### config.mk
export PLATFORM = sky130hd
export DESIGN_NAME = skct_cell
export DESIGN_NICKNAME = d
export VERILOG_FILES = /design/src/rtl/core/skct_pkg.sv /design/src/rtl/core/skct_cell.sv
export SDC_FILE = /design/constraint.sdc
export NUM_CORES = 1
export LEC_CHECK = 0
export BUFFER_PORTS_ARGS = -buffer_cell sky130_fd_sc_hd__buf_4
export CORE_UTILIZATION = 46
export CTS_CLUSTER_DIAMETER = 80
export CTS_CLUSTER_SIZE = 28
export DETAILED_ROUTE_END_ITERATION = 12
export PLACE_DENSITY = 0.75
export SYNTH_ARGS = -nofsm -noshare
export SYNTH_HDL_FRONTEND = slang
export SYNTH_SLANG_ARGS = --single-unit
### constraint.sdc
create_clock -name clk -period 7.6 [get_ports clk]
set_clock_uncertainty 0.15 [all_clocks]
set_input_delay 0.76 -clock clk [delete_from_list [all_inputs] [get_ports clk]]
set_output_delay 0.76 -clock clk [all_outputs]
set_load 0.05 [all_outputs]
### src/rtl/core/skct_pkg.sv
// ----------------------------------------------------------------------------
// skct_pkg
// Shared types and codes for the sorted key count table.
// ----------------------------------------------------------------------------
package skct_pkg;

  // Function codes on the request channel
  localparam logic FUNC_INSERT = 1'b0;
  localparam logic FUNC_LOOKUP = 1'b1;

  // Result status codes
  typedef enum logic [2:0] {
    ST_NEW_ENTRY = 3'd0,
    ST_COUNT_INC = 3'd1,
    ST_LOOKUP_HIT = 3'd2,
    ST_LOOKUP_MISS = 3'd3,
    ST_TABLE_FULL = 3'd4
  } status_t;

  // Request payload
  typedef struct packed {
    logic        func;
    logic [63:0] key;
  } req_t;

  // Result payload
  typedef struct packed {
    logic [2:0]  status;
    logic [8:0]  position;
    logic [31:0] occurrences;
    logic [8:0]  entries_used;
  } rsp_t;

  // Sequencer states
  typedef enum logic [1:0] {
    S_IDLE,
    S_CMP,
    S_UPD
  } fsm_t;

  // Command broadcast to every cell
  typedef struct packed {
    logic cmp;  // latch compare flags against the broadcast key
    logic ins;  // open a slot at the insertion point, shift larger entries up
    logic inc;  // bump the count of the matching entry
  } cell_ctl_t;

endpackage

### src/rtl/core/skct_cell.sv
// ----------------------------------------------------------------------------
// skct_cell
// One table slot: holds a key and its count, compares against the broadcast
// key and takes its lower neighbor's entry when the table shifts up.
// ----------------------------------------------------------------------------
module skct_cell #(
  parameter int IDX        = 0,
  parameter int KEY_BITS   = 64,
  parameter int COUNT_BITS = 32,
  parameter int OCC_W      = 9
) (
  input  logic                    clk,
  input  skct_pkg::cell_ctl_t     ctl,
  input  logic [KEY_BITS-1:0]     key_in,
  input  logic [OCC_W-1:0]        occupancy,
  input  logic                    prev_below,
  input  logic [KEY_BITS-1:0]     prev_key,
  input  logic [COUNT_BITS-1:0]   prev_count,
  output logic                    below,
  output logic                    eq,
  output logic                    at_pos,
  output logic [KEY_BITS-1:0]     key,
  output logic [COUNT_BITS-1:0]   count
);
  import skct_pkg::*;

  localparam logic [OCC_W-1:0] MY_IDX = OCC_W'(IDX);

  logic occupied;
  logic in_range;
  logic beyond;

  // Slot occupancy from the fill count
  assign occupied = MY_IDX < occupancy;
  assign in_range = MY_IDX <= occupancy;

  // Insertion point sits right after the last smaller entry
  assign at_pos = prev_below & ~below & in_range;
  assign beyond = ~prev_below & in_range;

  // Compare flags
  always_ff @(posedge clk) begin
    if (ctl.cmp) begin
      below <= occupied & (key < key_in);
      eq    <= occupied & (key == key_in);
    end
  end

  // Entry storage: insert, shift or count
  always_ff @(posedge clk) begin
    if (ctl.ins) begin
      if (at_pos) begin
        key   <= key_in;
        count <= COUNT_BITS'(1);
      end else if (beyond) begin
        key   <= prev_key;
        count <= prev_count;
      end
    end else if (ctl.inc && eq) begin
      if (count != {COUNT_BITS{1'b1}}) begin
        count <= count + COUNT_BITS'(1);
      end
    end
  end

endmodule

==> metrics.md, run 1 <==
| Metric | Value |
|---|---|
| Status | `finished clean` |
| Antenna violations before repair | `0` |
| FMAX | `about 0.33 GHz` |
| Synthesized flop and latch total | `98` |
| Critical Path End Type | `flop` |
| Post-CTS Setup Bufs | `0` |
| First-pass GRT wire length | `approximately 28000 µm` |
| CP cell instances | `nor2b_4, buf_4, mux2_2` |
| Clk slew on worst S/H paths | `0.06 ns` |
| Pleak | `roughly 4.0 nW` |
| Overflow after GRT | `0` |
| CP peak stage delay | `0.85 ns` |
| CORE AREA | `around 13000 µm²` |
| Die H | `120 µm` |
| Worst slew pin tran | `1.03 ns` |
| Gr usage total | `about a quarter` |
| Clock sink count | `between 90 and 100` |
| Htree depth | `3` |
| Startpoint types | `flop` |
| Fin nets | `around 1100` |
| Setup repair after global routing missed its margin | `false` |
| Largest net degree at the start of global routing | `65` |
| Combinational Power Share | `29.2%` |
| Num ports | `~270` |
| EDFF count, synth | `a little under 100` |
| Clock Latency Late Sink | `around 0.34 ns` |
| Post-Route M1 WL | `between 6000 and 7000 µm` |
| Bufs and invs on worst path | `1` |
| Period utilisation layout | `between 30 and 40%` |
| RD Place Congestion | `0.881` |
| CTS Root Cell | `clkbuf_16` |
| Share of the yosys chip area belonging to registers | `45.9%` |
| Post-Synthesis Cells | `roughly 580` |
| DRC Markers | `0` |
| Routed Antenna Nets | `0` |
| Hold_ws | `0.480 ns` |
| HP Class | `input pin to flop` |
| Switching power | `about 0.52 mW` |
| Max Buffers Root-to-Sink | `2` |
| Final Hold Fails | `0` |
| Seq pwr share | `a little over two fifths` |
| CTS resizes | `0` |
| Vias per cell | `5.42` |
| Buffers on Ports | `272` |
| Yosys top cell area share | `~46%` |
| Syn Nets | `slightly above 800` |
| CTS tree | `yes` |
| Area contributors post-synth | `edfxtp_1, ha_1, mux2_2` |
| FFs w/ async S/R, synth | `0%` |
| DRT iter0 DRCs | `about 320` |
| Max_slew headroom | `31.5%` |
| Post-DP HPWL | `~14000 µm` |
| Fin crit period | `between 2 and 3 ns` |
| Leading cell type in the layout, fill and taps excluded | `buf_4` |
| DR pass1 iterations | `5` |
| Final core utilization | `66.6%` |
| CTS Buf Count | `9` |
| Row cnt | `42` |
| Layout Area Growth over Synthesis | `39.2%` |
| Final setup fails | `0` |
| Yosys warns | `0` |
| Initial Utilization | `47.8%` |
| Layout cells sized above 1 | `between 40% and 50%` |
| Internal power | `~1.1 mW` |
| Placement Setup Slack | `about 4.3 ns` |
| Die area | `14400 µm²` |
| # hold bufs at CTS | `0` |
| Post-synth top area cell | `edfxtp_1` |
| Vias in the first global route | `5760` |
| Yosys cell types | `47` |
| Final WL | `17800 µm` |
| Primary FF master, synth | `edfxtp_1` |
| Arrival @ worst endpoint | `~3 ns` |
| Routed wire per std cell | `about 17 µm` |
| Die X-Extent | `~120 µm` |
| Cell family with most CP delay | `simple AND/OR/NAND/NOR gates` |
| Setup tns final | `0 ns` |
| Uppermost layer routed | `met4` |
| Crit-path slowest cell | `nor2b_4` |
| Total Power Consumption | `approximately 1.7 mW` |
| CP max FO | `62` |
| Syn Area/Cell | `between 10 and 15 µm²` |
| Syn Std Cell Area | `between 6000 and 7000 µm²` |
| Commonest cells after routing, fill and taps aside | `buf_4, edfxtp_1, inv_1, ha_1, mux2_2` |
| Metal2 WL | `approximately 9000 µm` |
| Vias | `roughly 5500` |
| Final worst slack | `between 4 and 5 ns` |
| CP required | `between 7 and 8 ns` |
| Switch share | `31.6%` |
| Clk pwr share | `between 20 and 30%` |
| Pwr Density | `roughly 190 nW/µm²` |
| Crit path kind | `flop to flop` |
| Max-cap violations | `0` |
| Peak supply drop | `approximately 0.10 mV` |
| Antenna diodes | `0` |
| Slew Viols, Final | `0` |
| Met3 wire len | `approximately 1500 µm` |
==> synth_stat cells (2+ instances only) <==
master and instances:
a211oi_1 2, a21o_1 3, a21oi_1 23, a221oi_1 4, and3_1 4, and4_1 9, buf_2 2, clkbuf_1 17
edfxtp_1 98, ha_1 65, inv_1 72, mux2_2 64, nand2_1 56, nand3_1 16, nand4_1 15, nor2_1 11
nor2b_1 2, nor3_1 7, nor4_1 8, nor4_2 4, o21ai_0 8, o22ai_1 31, or4_1 2, xnor2_1 18
xor2_1 12
==> cell type report <==
type | count | area, µm²
clock inverter | 7 | 83.8
fill | 1020 | 4470
timing repair buffer | 275 | 2060
multi-input combinational | 383 | 3120
sequential | 98 | 2940
inverter | 72 | 270
tap | 176 | 220
clock buffer | 9 | 225
==> power by group through the flow <==
stage	Clock (mW)	Sequential [mW]	Combinational, mW
after CTS	0.493	0.694	0.487
after global placement	0	0.703	0.476
after global routing	0.510	0.701	0.521
after detailed placement	0	0.706	0.485
after floorplan	0	0.843	0.161
final	0.482	0.695	0.484
==> stage by stage <==
step / instance area, µm² / instances
after floorplan: 6410 / 575
after global placement: 8620 / 1004
after detailed placement: 8620 / 1004
after CTS: 8930 / 1020
after global routing: 8930 / 1020
final: 8930 / 1020
==> per-layer routing <==
layer | track usage (%) | vias to the layer above
met5 | 0 | -
met4 | 12.7 | 0
met3 | 6.94 | 47
met2 | 44.4 | 260
met1 | 27.8 | 2566
li1 | - | 2658
==> kinds of logic (layout without fill, tap and decap cells) <==
family	count (synthesis)	after routing	synth area share (%)
simple gates	143	143	12.4
flops	98	98	45.9
buf+inv	94	363	5.72
compound gates	81	81	7.92
fa+ha+maj	65	65	12.7
mux	64	64	11.2
xor+xnor	30	30	4.10
==> path summary, 6_finish.rpt <==
check                 start        end  slack [ns]  cells after the start
hold reg to reg   count[12]  count[12]        0.56                      2
hold / removal       ctl[2]      below        0.48                      1
setup reg to reg      below     key[3]        4.61                      3
setup / recovery      below     key[3]        4.61                      3
==> flip-flops by register name, summed over array words and instances (netlist names) <==
name	count
eq	1
count	32
key	64
below	1
No activity file was read; power rests on OpenSTA's default activity.
==> run 2, diff against run 1 <==
clock period = 2.8 ns   (was 7.6 ns; I/O delays follow)
==> run 2 against run 1 <==
  * Flip-flop and latch count stayed put
  * Setup slack got worse by 4.3 ns
  * Sequential share of layout area is 0.24 points lower
  * Die area unchanged
  * Count of clock-buffer cells in the layout is 3 higher
  * Clock power rose to 2.6 times the previous value
  * Wire length grew 4.0%
  * Combinational power increased to 2.8 times the previous value
  * Cell count grew 0.88%
  * Non-clock buffer count grew 9
  * Largest cell class unchanged
  * Highest routed layer unchanged
==> metrics.md, run 2 (synthesis gave the netlist of run 1 again) <==
| Metric | Value |
|---|---|
| Setup repair after global routing missed its margin | `false` |
| Worst r2r src | `key[61]` |
| RR Endpoint | `below` |
| Final worst slack | `0.312 ns` |
| HP Class | `input pin to flop` |
| Fin crit period | `2.49 ns` |
| Placement Setup Slack | `-0.0996 ns` |
| Peak supply drop | `about 0.3 mV` |
| Most flop-heavy register | `key` |
| Worst Setup EP | `below` |
| Final setup fails | `0` |
| Leading cell type in the layout, fill and taps excluded | `buf_4` |
| DRC Markers | `0` |
| CTS Root Cell | `clkbuf_16` |
| Clk slew on worst S/H paths | `approximately 0.07 ns` |
| CORE AREA | `13400 µm²` |
| Pwr Density | `between 400 and 500 nW/µm²` |
| Num ports | `between 200 and 300` |
| Arrival @ worst endpoint | `around 2.5 ns` |
| Die H | `120 µm` |
| Largest register FFs | `64` |
| R2R depth | `7` |
| Post-DP HPWL | `14700 µm` |
| Cell family with most CP delay | `compound AO/OA/AOI/OAI gates` |
| Vias in the first global route | `between 5000 and 6000` |
| RD Place Congestion | `about 0.86` |
| Startpoint types | `flop` |
| Routed wire per std cell | `between 15 and 20 µm` |
| Pleak | `about 4 nW` |
| Reg2Reg Setup Slack | `about 0.31 ns` |
| Internal power | `3.01 mW` |
| Worst slew pin tran | `between 0.9 and 1 ns` |
| Antenna violations before repair | `0` |
| Crit path kind | `flop to flop` |
| Setup tns final | `0 ns` |
| FF+latch area | `between 2000 and 3000 µm²` |
| Buffers on Ports | `~270` |
| DR pass1 iterations | `5` |
| Max_slew headroom | `between 30% and 40%` |
| Status | `finished clean` |
| First-pass GRT wire length | `slightly below 30000 µm` |
| CTS tree | `yes` |
| Critical path depth in cells | `7` |
| Crit path from | `key[61]` |
| DRT iter0 DRCs | `roughly 300` |
| Post-CTS Setup Bufs | `0` |
| Layout Area Growth over Synthesis | `40.3%` |
| Commonest cells after routing, fill and taps aside | `buf_4, edfxtp_1, inv_1, ha_1, mux2_2` |
| CP peak stage delay | `0.46 ns` |
| Initial Utilization | `47.8%` |
| Largest net degree at the start of global routing | `between 60 and 70` |
| Die area | `between 10000 and 15000 µm²` |
| Vias | `5567` |
| Fin nets | `approximately 1100` |
| CP cell instances | `ha_1, a211oi_1, nor2_1, a2111oi_2, buf_4, o221ai_1, a2111oi_2` |
| Switch share | `32.4%` |
| Hold_ws | `between 0.07 and 0.08 ns` |
| Max-cap violations | `0` |
| Gr usage total | `around a quarter` |
| CP max FO | `3` |
| Slew Viols, Final | `0` |
| Switching power | `around 1.4 mW` |
| Max Buffers Root-to-Sink | `2` |
| Die X-Extent | `approximately 120 µm` |
| Multi-input logic area | `around 3100 µm²` |
| Seq pwr share | `a little over two fifths` |
| Biggest regs | `key (64), count (32)` |
| Final Hold Fails | `0` |
| Most common cell on crit path | `a2111oi_2` |
| Final WL | `between 15000 and 20000 µm` |
| CP required | `~2.8 ns` |
| Clock sink count | `between 90 and 100` |
| Bufs and invs on worst path | `1` |
| CTS Buf Count | `9` |
| Antenna diodes | `0` |
| Period utilisation layout | `between 80 and 90%` |
| Routed Antenna Nets | `0` |
| FMAX | `roughly 0.4 GHz` |
| Vias per cell | `between 5 and 6` |
| Fill count | `~1100` |
| Row cnt | `42` |
| Combinational Power Share | `a little under a third` |
| Overflow after GRT | `0` |
| Clock Latency Late Sink | `about 0.35 ns` |
| Crit-path slowest cell | `a2111oi_2` |
| Clk pwr share | `~28%` |
| Layout cells sized above 1 | `43.7%` |
| Htree depth | `3` |
| Critical Path End Type | `flop` |
run 2: layout make-up:
| cell class | count | area share (%) |
|---|---|---|
| clock buffer | 12 | 2.63 |
| timing repair buffer | 284 | 23.9 |
| sequential | 98 | 32.7 |
| clock inverter | 4 | 0.473 |
| tap | 176 | 2.45 |
| inverter | 72 | 3.01 |
| multi-input combinational | 383 | 34.8 |
run 2: worst min-delay path by stage:
stage	start	to	slack [ns]	cells past startpoint
final	prev_key[48]	key[48]	0.08	2
after global routing	prev_key[9]	key[9]	0.07	2
after CTS	prev_key[9]	key[9]	0.07	2
after detailed placement	ctl[2]	below	0.35	1
after global placement	ctl[2]	below	0.35	1
after floorplan	ctl[2]	below	0.24	0
run 2: power by group through the flow:
stage          combinational (mW)  sequential (mW)  clock [mW]
2_1_floorplan               0.437             2.28           0
3_3_place_gp                 1.32             1.90           0
3_5_place_dp                 1.34             1.91           0
4_1_cts                      1.35             1.88        1.25
5_1_grt                      1.45             1.90        1.30
6_report                     1.35             1.88        1.23
run 2: layer usage:
layer	GRT usage, %	up-vias	wire (µm)
li1	-	2675	-
met1	30.4	2611	7080
met2	46.4	244	9360
met3	7.22	37	1550
met4	10.6	0	533
met5	0	-	0
run 2: repair_timing:
item                       in CTS  in global routing
setup endpoints to repair       1                  1
hold buffers                    1                  0
gates cloned                    0                  0
gates resized for setup         1                  2
hold endpoints to repair        2                  0
run 2: per-stage QoR:
| stage | area, µm² | instances | total power, mW | util (%) |
|---|---|---|---|---|
| 2_1_floorplan | 6420 | 575 | 2.72 | - |
| 4_1_cts | 8980 | 1029 | 4.49 | 67.0 |
| 5_1_grt | 8990 | 1029 | 4.65 | 67.1 |
| 3_3_place_gp | 8690 | 1012 | 3.22 | 64.9 |
| 3_5_place_dp | 8690 | 1012 | 3.26 | 64.9 |
| 6_report | 8990 | 1029 | 4.46 | 67.1 |
